==> config.mk <==
export PLATFORM = sky130hd
export DESIGN_NAME = button_click_longpress_classifier_flat
export DESIGN_NICKNAME = d
export VERILOG_FILES = /design/src/hw/rtl/bclc_pkg.sv /design/src/hw/rtl/bclc_in_if.sv /design/src/hw/rtl/bclc_out_if.sv /design/src/hw/rtl/bclc_cfg_if.sv /design/src/hw/rtl/bclc_core.sv /design/src/hw/rtl/button_click_longpress_classifier.sv /design/src/flat_wrapper.sv
export SDC_FILE = /design/constraint.sdc
export NUM_CORES = 1
export LEC_CHECK = 0
export ABC_CLOCK_PERIOD_IN_PS = 3600
export BUFFER_PORTS_ARGS = -buffer_cell sky130_fd_sc_hd__buf_2
export CAP_MARGIN = 0
export CORE_AREA = 5 5 118 120
export CTS_CLUSTER_SIZE = 8
export DETAILED_ROUTE_END_ITERATION = 10
export DIE_AREA = 0 0 123 125
export GPL_ROUTABILITY_DRIVEN = 0
export HOLD_SLACK_MARGIN = 0.1
export SLEW_MARGIN = 20
export SYNTH_ARGS = -nofsm -noshare
export SYNTH_HDL_FRONTEND = slang
export SYNTH_SLANG_ARGS = --single-unit
==> constraint.sdc <==
create_clock -name clk -period 3.6 [get_ports clk]
set_clock_uncertainty 0.2 [all_clocks]
set_input_delay 0.18 -clock clk [delete_from_list [all_inputs] [get_ports clk]]
set_output_delay 0.18 -clock clk [all_outputs]
set_load 0.1 [all_outputs]
==> src/hw/rtl/bclc_pkg.sv <==
`timescale 1ns / 1ps

package bclc_pkg;

  // Field widths of the channels.
  localparam int unsigned OP_W    = 2;
  localparam int unsigned STATE_W = 3;
  localparam int unsigned TICK_W  = 16;
  localparam int unsigned COUNT_W = 8;
  localparam int unsigned CFG_IDX_W  = 2;
  localparam int unsigned CFG_DATA_W = 16;

  // Reset values of the threshold registers.
  localparam logic [TICK_W-1:0] LONG_PRESS_RST  = TICK_W'(50);
  localparam logic [TICK_W-1:0] SHORT_GAP_RST   = TICK_W'(30);
  localparam logic [TICK_W-1:0] RELEASE_RST     = TICK_W'(50);

  // Item operations.
  typedef enum logic [OP_W-1:0] {
    OP_TICK    = 2'd0,
    OP_POLL    = 2'd1,
    OP_RESET   = 2'd2,
    OP_RELEASE = 2'd3
  } op_t;

  // Configuration register indexes.
  typedef enum logic [CFG_IDX_W-1:0] {
    CFG_LONG_PRESS = 2'd0,
    CFG_SHORT_GAP  = 2'd1,
    CFG_RELEASE    = 2'd2
  } cfg_idx_t;

  // Classifier states, as reported on the result channel.
  typedef enum logic [STATE_W-1:0] {
    ST_IDLE       = 3'd0,
    ST_HELD       = 3'd1,
    ST_GAP        = 3'd2,
    ST_CLICK      = 3'd3,
    ST_LONG_PULSE = 3'd4,
    ST_LONG_HELD  = 3'd5,
    ST_RELEASE    = 3'd6
  } state_t;

  // Threshold set handed to the classifier core.
  typedef struct packed {
    logic [TICK_W-1:0] long_press_ticks;
    logic [TICK_W-1:0] short_gap_ticks;
    logic [TICK_W-1:0] release_ticks;
  } thresh_t;

  // One accepted item as seen by the core.
  typedef struct packed {
    logic take;
    op_t  op;
    logic key_down;
  } item_t;

  // Values after the update, loaded into the result register.
  typedef struct packed {
    state_t             press_state;
    logic [COUNT_W-1:0] press_count;
  } result_t;

endpackage

==> src/hw/rtl/bclc_in_if.sv <==
`timescale 1ns / 1ps

interface bclc_in_if;
  logic                       valid;
  logic                       ready;
  logic [bclc_pkg::OP_W-1:0]  operation;
  logic                       key_down;

  modport source (output valid, output operation, output key_down, input ready);
  modport sink   (input valid, input operation, input key_down, output ready);
endinterface

==> src/hw/rtl/bclc_out_if.sv <==
`timescale 1ns / 1ps

interface bclc_out_if;
  logic                          valid;
  logic                          ready;
  logic [bclc_pkg::STATE_W-1:0]  press_state;
  logic [bclc_pkg::COUNT_W-1:0]  press_count;

  modport source (output valid, output press_state, output press_count, input ready);
  modport sink   (input valid, input press_state, input press_count, output ready);
endinterface

==> src/hw/rtl/bclc_cfg_if.sv <==
`timescale 1ns / 1ps

interface bclc_cfg_if;
  logic                            valid;
  logic                            ready;
  logic [bclc_pkg::CFG_IDX_W-1:0]  index;
  logic [bclc_pkg::CFG_DATA_W-1:0] data;

  modport source (output valid, output index, output data, input ready);
  modport sink   (input valid, input index, input data, output ready);
endinterface

==> src/hw/rtl/bclc_core.sv <==
`timescale 1ns / 1ps

module bclc_core (
  input  logic              clk,
  input  logic              rst_n,
  input  bclc_pkg::thresh_t thresh,
  input  bclc_pkg::item_t   item,
  output bclc_pkg::result_t result
);
  import bclc_pkg::*;

  state_t             state_r, state_nxt;
  logic [TICK_W-1:0]  elapsed_r, elapsed_nxt;
  logic [COUNT_W-1:0] count_r, count_nxt;

  logic over_long, over_short, over_release;

  // Threshold compares against the elapsed counter.
  assign over_long    = elapsed_r > thresh.long_press_ticks;
  assign over_short   = elapsed_r > thresh.short_gap_ticks;
  assign over_release = elapsed_r > thresh.release_ticks;

  // Next state of the classifier.
  always_comb begin
    state_nxt = state_r;
    case (item.op)
      OP_POLL: begin
        case (state_r)
          ST_HELD: begin
            if (!item.key_down) begin
              state_nxt = ST_GAP;
            end else if (over_long) begin
              state_nxt = ST_LONG_PULSE;
            end
          end
          ST_GAP: begin
            if (item.key_down) begin
              state_nxt = ST_HELD;
            end else if (over_short) begin
              state_nxt = ST_CLICK;
            end
          end
          ST_CLICK:      state_nxt = ST_IDLE;
          ST_LONG_PULSE: state_nxt = item.key_down ? ST_LONG_HELD : ST_RELEASE;
          ST_LONG_HELD: begin
            if (!item.key_down) begin
              state_nxt = ST_RELEASE;
            end else if (over_long) begin
              state_nxt = ST_LONG_PULSE;
            end
          end
          ST_RELEASE: begin
            if (!item.key_down && over_release) begin
              state_nxt = ST_IDLE;
            end
          end
          // Idle, and the unused code, which behaves as idle.
          default: state_nxt = item.key_down ? ST_HELD : ST_IDLE;
        endcase
      end
      OP_RESET:   state_nxt = ST_IDLE;
      OP_RELEASE: state_nxt = ST_RELEASE;
      default:    state_nxt = state_r;
    endcase
  end

  // Elapsed counter and press count updates.
  always_comb begin
    elapsed_nxt = elapsed_r;
    count_nxt   = count_r;
    case (item.op)
      OP_TICK: begin
        if (elapsed_r != {TICK_W{1'b1}}) begin
          elapsed_nxt = elapsed_r + TICK_W'(1);
        end
      end
      OP_POLL: begin
        case (state_r)
          ST_HELD: begin
            if (!item.key_down || over_long) begin
              count_nxt = count_r + COUNT_W'(1);
            end
          end
          ST_GAP: begin
            if (item.key_down) begin
              elapsed_nxt = '0;
            end
          end
          ST_CLICK:      elapsed_nxt = '0;
          ST_LONG_PULSE: elapsed_nxt = '0;
          ST_LONG_HELD: begin
            if (!item.key_down) begin
              elapsed_nxt = '0;
            end
          end
          ST_RELEASE: begin
            if (item.key_down) begin
              elapsed_nxt = '0;
            end
          end
          default: begin
            if (item.key_down) begin
              elapsed_nxt = '0;
            end
            count_nxt = '0;
          end
        endcase
      end
      OP_RESET: count_nxt = '0;
      default: begin
        elapsed_nxt = '0;
        count_nxt   = '0;
      end
    endcase
  end

  // State registers advance only on an accepted beat.
  always_ff @(posedge clk) begin
    if (!rst_n) begin
      state_r   <= ST_IDLE;
      elapsed_r <= '0;
      count_r   <= '0;
    end else if (item.take) begin
      state_r   <= state_nxt;
      elapsed_r <= elapsed_nxt;
      count_r   <= count_nxt;
    end
  end

  assign result.press_state = state_nxt;
  assign result.press_count = count_nxt;

endmodule

==> src/hw/rtl/button_click_longpress_classifier.sv <==
`timescale 1ns / 1ps

// Channel  Direction  Fields
// in_ch    sink       operation[1:0], key_down
// out_ch   source     press_state[2:0], press_count[7:0]
// cfg_ch   sink       index[1:0], data[15:0]
//
// Each input beat is classified in the cycle it is accepted; its result
// appears in the result register on the next cycle, and one beat is taken
// every cycle while the result register is free or draining. The state
// update and threshold compares of the core feed the result register. Reset is
// synchronous and restores idle state, zero counters and default thresholds.
// When the result register is full and not being drained, in_ch.ready drops
// until it is taken. Configuration writes are always accepted.

module button_click_longpress_classifier (
  input  logic clk,
  input  logic rst_n,
  bclc_in_if.sink    in_ch,
  bclc_out_if.source out_ch,
  bclc_cfg_if.sink   cfg_ch
);
  import bclc_pkg::*;

  thresh_t thresh_r;
  item_t   item;
  result_t result;

  logic               out_valid_r;
  state_t             out_state_r;
  logic [COUNT_W-1:0] out_count_r;

  // Threshold registers.
  assign cfg_ch.ready = 1'b1;

  always_ff @(posedge clk) begin
    if (!rst_n) begin
      thresh_r.long_press_ticks <= LONG_PRESS_RST;
      thresh_r.short_gap_ticks  <= SHORT_GAP_RST;
      thresh_r.release_ticks    <= RELEASE_RST;
    end else if (cfg_ch.valid) begin
      case (cfg_idx_t'(cfg_ch.index))
        CFG_LONG_PRESS: thresh_r.long_press_ticks <= cfg_ch.data;
        CFG_SHORT_GAP:  thresh_r.short_gap_ticks  <= cfg_ch.data;
        CFG_RELEASE:    thresh_r.release_ticks    <= cfg_ch.data;
        default:        thresh_r                  <= thresh_r;
      endcase
    end
  end

  // Accept a new beat whenever the result register is free or draining.
  assign in_ch.ready   = !out_valid_r || out_ch.ready;
  assign item.take     = in_ch.valid && in_ch.ready;
  assign item.op       = op_t'(in_ch.operation);
  assign item.key_down = in_ch.key_down;

  bclc_core u_core (
    .clk    (clk),
    .rst_n  (rst_n),
    .thresh (thresh_r),
    .item   (item),
    .result (result)
  );

  // Result register.
  always_ff @(posedge clk) begin
    if (!rst_n) begin
      out_valid_r <= 1'b0;
    end else if (item.take) begin
      out_valid_r <= 1'b1;
    end else if (out_ch.ready) begin
      out_valid_r <= 1'b0;
    end
  end

  always_ff @(posedge clk) begin
    if (item.take) begin
      out_state_r <= result.press_state;
      out_count_r <= result.press_count;
    end
  end

  assign out_ch.valid       = out_valid_r;
  assign out_ch.press_state = out_state_r;
  assign out_ch.press_count = out_count_r;

endmodule
==> src/flat_wrapper.sv <==
// flat-port wrapper written by rule: the top's interface ports become plain ports
module button_click_longpress_classifier_flat import bclc_pkg::*;
  (clk, rst_n, in_ch_valid, in_ch_operation, in_ch_key_down, in_ch_ready, out_ch_valid, out_ch_press_state, out_ch_press_count, out_ch_ready, cfg_ch_valid, cfg_ch_index, cfg_ch_data, cfg_ch_ready);
  bclc_in_if in_ch_i ();
  bclc_out_if out_ch_i ();
  bclc_cfg_if cfg_ch_i ();
  input  logic clk;
  input  logic rst_n;
  input wire logic [$bits(in_ch_i.valid)-1:0] in_ch_valid;
  input wire logic [$bits(in_ch_i.operation)-1:0] in_ch_operation;
  input wire logic [$bits(in_ch_i.key_down)-1:0] in_ch_key_down;
  output wire logic [$bits(in_ch_i.ready)-1:0] in_ch_ready;
  output wire logic [$bits(out_ch_i.valid)-1:0] out_ch_valid;
  output wire logic [$bits(out_ch_i.press_state)-1:0] out_ch_press_state;
  output wire logic [$bits(out_ch_i.press_count)-1:0] out_ch_press_count;
  input wire logic [$bits(out_ch_i.ready)-1:0] out_ch_ready;
  input wire logic [$bits(cfg_ch_i.valid)-1:0] cfg_ch_valid;
  input wire logic [$bits(cfg_ch_i.index)-1:0] cfg_ch_index;
  input wire logic [$bits(cfg_ch_i.data)-1:0] cfg_ch_data;
  output wire logic [$bits(cfg_ch_i.ready)-1:0] cfg_ch_ready;
  assign in_ch_i.valid = in_ch_valid;
  assign in_ch_i.operation = in_ch_operation;
  assign in_ch_i.key_down = in_ch_key_down;
  assign in_ch_ready = in_ch_i.ready;
  assign out_ch_valid = out_ch_i.valid;
  assign out_ch_press_state = out_ch_i.press_state;
  assign out_ch_press_count = out_ch_i.press_count;
  assign out_ch_i.ready = out_ch_ready;
  assign cfg_ch_i.valid = cfg_ch_valid;
  assign cfg_ch_i.index = cfg_ch_index;
  assign cfg_ch_i.data = cfg_ch_data;
  assign cfg_ch_ready = cfg_ch_i.ready;
  button_click_longpress_classifier u_core (.clk(clk), .rst_n(rst_n), .in_ch(in_ch_i), .out_ch(out_ch_i), .cfg_ch(cfg_ch_i));
endmodule
==> qor.csv <==
stage,metric,value,unit
worst_setup_path,Required @ worst endpoint,3580,ps
yosys,top-area cell type share of the netlist area,30.4,%
routing,DR iter-0 viols,366,
yosys,YS warnings,0,
clocking,Skew-Pair Late Insertion Delay,350,ps
worst_setup_path,critical path cell sequence,ha_1 > nand4_4 > nor4_4 > o21ai_2 > a31oi_4 > nand4_1 > or4_1 > a31oi_1,
worst_setup_path,startpoint types,flop,
clocking,CTS sink cnt,87,
yosys,Syn Area/Cell,7.92,µm²
pwr,pwr/cell area,389,mW/mm²
floorplan,total die area,0.0154,mm²
worst_setup_path,Critical R2R Capture,u_core.out_ch.press_count[4],
global_routing,initial antenna violation count,0,
worst_setup_path,Worst path slowest cell,or4_1,
routing,Vias,4653,
worst_setup_path,WP data arrival,3030,ps
global_routing,Total Routing Usage GR,17.8,%
placed_design,port buffer count,38,
timing,max-slew violations,0,
yosys,top-count cell post-synth,nand2_1,
floorplan,Die H,125,µm
clocking,CTS Buf Count,9,
clocking,Clock Pin Slew Worst Setup and Hold Paths,70,ps
timing,fin crit period,3050,ps
placed_design,pre-CTS WS,584,ps
yosys,commonest cells in the netlist,"nand2_1, dfxtp_1, a21oi_1",
yosys,"flops & latches, synth",87,
finish,share of layout cells above drive strength 1,9.36,%
routing,WL final,13100,µm
timing,Slew HR,45.2,%
run,Max Cap Violations,0,
clocking,CTS resizes,0,
routing,WL per Instance,15.2,µm
finish,# nets final,756,
yosys,top_reg_cell synth,dfxtp_1,
pwr,combinational share of power,12.9,%
worst_setup_path,Crit. End Element,flop,
clocking,cts hold-fix bufs,22,
pwr,sw frac,26.4,%
worst_setup_path,launching point of the worst reg2reg path,u_core.u_core.elapsed_r[15],
floorplan,core region area,0.0129,mm²
global_routing,largest net degree at the start of global routing,47,
yosys,Area contributors post-synth,"dfxtp_1, ha_1, nand2_1",
clocking,Root Buffer,clkbuf_16,
routing,drt pass-1 iters,5,
clocking,CTS max path bufs,2,
pwr,Switch Pwr,0.602,mW
timing,setup tns final,0,ps
yosys,net count after synthesis,707,
yosys,synthesized area,0.00500,mm²
finish,n_diodes,0,
yosys,"EDFF count, synth",11,
worst_setup_path,flop-to-flop setup slack,550,ps
timing,Final period util,84.8,%
yosys,share of flip-flops with an asynchronous set or reset,0,%
worst_hold_path,hold path depth,4,
worst_hold_path,Hold WC Path Type,primary input to flop,
worst_setup_path,worst reg2reg path depth,8,
timing,RSZ-0062 raised after global routing,false,
routing,"antenna viol nets, final",0,
yosys,Cells after Synth,631,
finish,Area Overhead vs Synth,17.2,%
yosys,sequential-to-total area share from yosys stat,37.0,%
floorplan,initial core utilization,38.8,%
pwr,Lkg Pwr,2.32,nW
worst_setup_path,"Max FO, Critical Path",15,
routing,remaining design rule violation count,0,
pwr,Clock Power Share,41.8,%
timing,Finish-stage setup viols,0,
worst_setup_path,Crit. Startpoint,u_core.u_core.elapsed_r[15],
global_routing,number of global-route vias before repair,4556,
timing,Worst Max-Slew Pin Slew,822,ps
worst_setup_path,CP Capture Point,u_core.out_ch.press_count[4],
yosys,post-synth top area cell,dfxtp_1,
global_routing,global route overflow,0,
global_routing,first-pass GRT wire length,21800,µm
placed_design,DP Wirelength,9720,µm
timing,maximum clock rate,328,MHz
outcome,outcome,"finished, final reports clean",
worst_setup_path,kind of critical path,flop to flop,
floorplan,Die Wd,123,µm
clocking,postcts setup bufs,0,
clocking,H-tree depth,3,
pwr,P_int,1.68,mW
pwr,VDD IR max,209,µV
pwr,sequential share of power,45.3,%
timing,setup ws final,548,ps
timing,endpoints failing hold,0,
yosys,Synth cell types,57,
floorplan,I/O pin count,40,
worst_setup_path,worst stage delay on the critical path,440,ps
floorplan,row count,42,
clocking,CTS tree,built,
routing,number of vias per cell,5.41,
==> state kept, by name (all words and copies together) (netlist names) <==
register / cells
u_core.u_core.count_r: 8
u_core.out_ch.valid: 1
u_core.out_ch.press_count: 8
u_core.thresh_r: 48
u_core.u_core.state_r: 3
u_core.out_ch.press_state: 3
u_core.u_core.elapsed_r: 16
==> cell usage in the layout (no fill, tap or decap), types with 4 or more instances in the layout <==
| cell type | instances |
|---|---|
| or3_1 | 8 |
| nor4_1 | 4 |
| a31oi_1 | 7 |
| buf_2 | 38 |
| o21ai_0 | 23 |
| nor2_1 | 28 |
| and3_1 | 7 |
| ha_1 | 50 |
| dlygate4sd3_1 | 22 |
| a21boi_0 | 4 |
| nor2b_1 | 8 |
| a22oi_1 | 4 |
| edfxtp_1 | 11 |
| nand2_1 | 127 |
| a21oi_1 | 71 |
| xor2_1 | 4 |
| xnor2_1 | 7 |
| a21o_1 | 6 |
| clkbuf_16 | 10 |
| o211ai_1 | 13 |
| nand3_1 | 25 |
| dfxtp_1 | 76 |
| nor3_1 | 9 |
| inv_1 | 54 |
| nand4_1 | 15 |
==> power groups by stage <==
stage / sequential, mW / combinational (mW) / clock [mW]
after floorplan: 1.10 / 0.148 / 0
after global placement: 1.05 / 0.272 / 0
after detailed placement: 1.05 / 0.276 / 0
after CTS: 1.03 / 0.295 / 0.977
after global routing: 1.03 / 0.325 / 1.02
final: 1.03 / 0.295 / 0.952
==> routing by layer <==
metal / track usage, % / vias up / share of wire (%)
met3: 3.25 / 24 / 4.6
met4: 8.21 / 0 / 2.3
met5: 0 / - / 0
li1: - / 2317 / -
met2: 28.5 / 143 / 47
met1: 23.2 / 2169 / 46
==> worst max-delay path: cells and delay by family, from the launching register on <==
family                   cells  cell delay (ps)
flip-flops                   1              390
adder cells (fa/ha/maj)      1              400
AND/OR/NAND/NOR              4             1160
AO/OA/AOI/OAI                3              710
==> stage by stage <==
stage	utilization [%]	std cells	power, mW	hold WS [ps]	cell area (µm²)
2_1_floorplan	-	631	1.25	109	5000
3_3_place_gp	41.5	823	1.32	230	5340
3_5_place_dp	41.5	823	1.33	242	5340
4_1_cts	45.5	860	2.30	178	5860
5_1_grt	45.5	860	2.38	215	5860
6_report	45.5	860	2.28	188	5860
==> worst min-delay path by stage <==
stage               startpoint                       end
4_1_cts         in_ch_key_down  u_core.u_core.state_r[2]
3_5_place_dp       in_ch_valid       u_core.out_ch.valid
5_1_grt        cfg_ch_index[0]       u_core.thresh_r[39]
6_report        in_ch_key_down  u_core.u_core.state_r[2]
3_3_place_gp       in_ch_valid       u_core.out_ch.valid
2_1_floorplan      in_ch_valid       u_core.out_ch.valid
==> area by class of cell <==
| cell class | count | area (µm²) |
|---|---|---|
| clock buffers | 12 | 258 |
| well taps | 176 | 220 |
| clock inverters | 3 | 42.5 |
| flip-flops and latches | 87 | 1850 |
| multi-input cells | 463 | 2840 |
| inverters | 56 | 210 |
| fillers | 1293 | 7020 |
| repair buffers | 63 | 433 |
==> kinds of logic after synthesis <==
| kind of cell | Yosys count | synth area share [%] |
|---|---|---|
| simple gates | 250 | 23.8 |
| buf+inv | 81 | 6.21 |
| xor+xnor | 11 | 1.93 |
| other cells | 1 | 0.0750 |
| flops | 87 | 37.0 |
| compound gates | 151 | 18.4 |
| fa+ha+maj | 50 | 12.5 |
No activity file was read; power rests on OpenSTA's default activity.
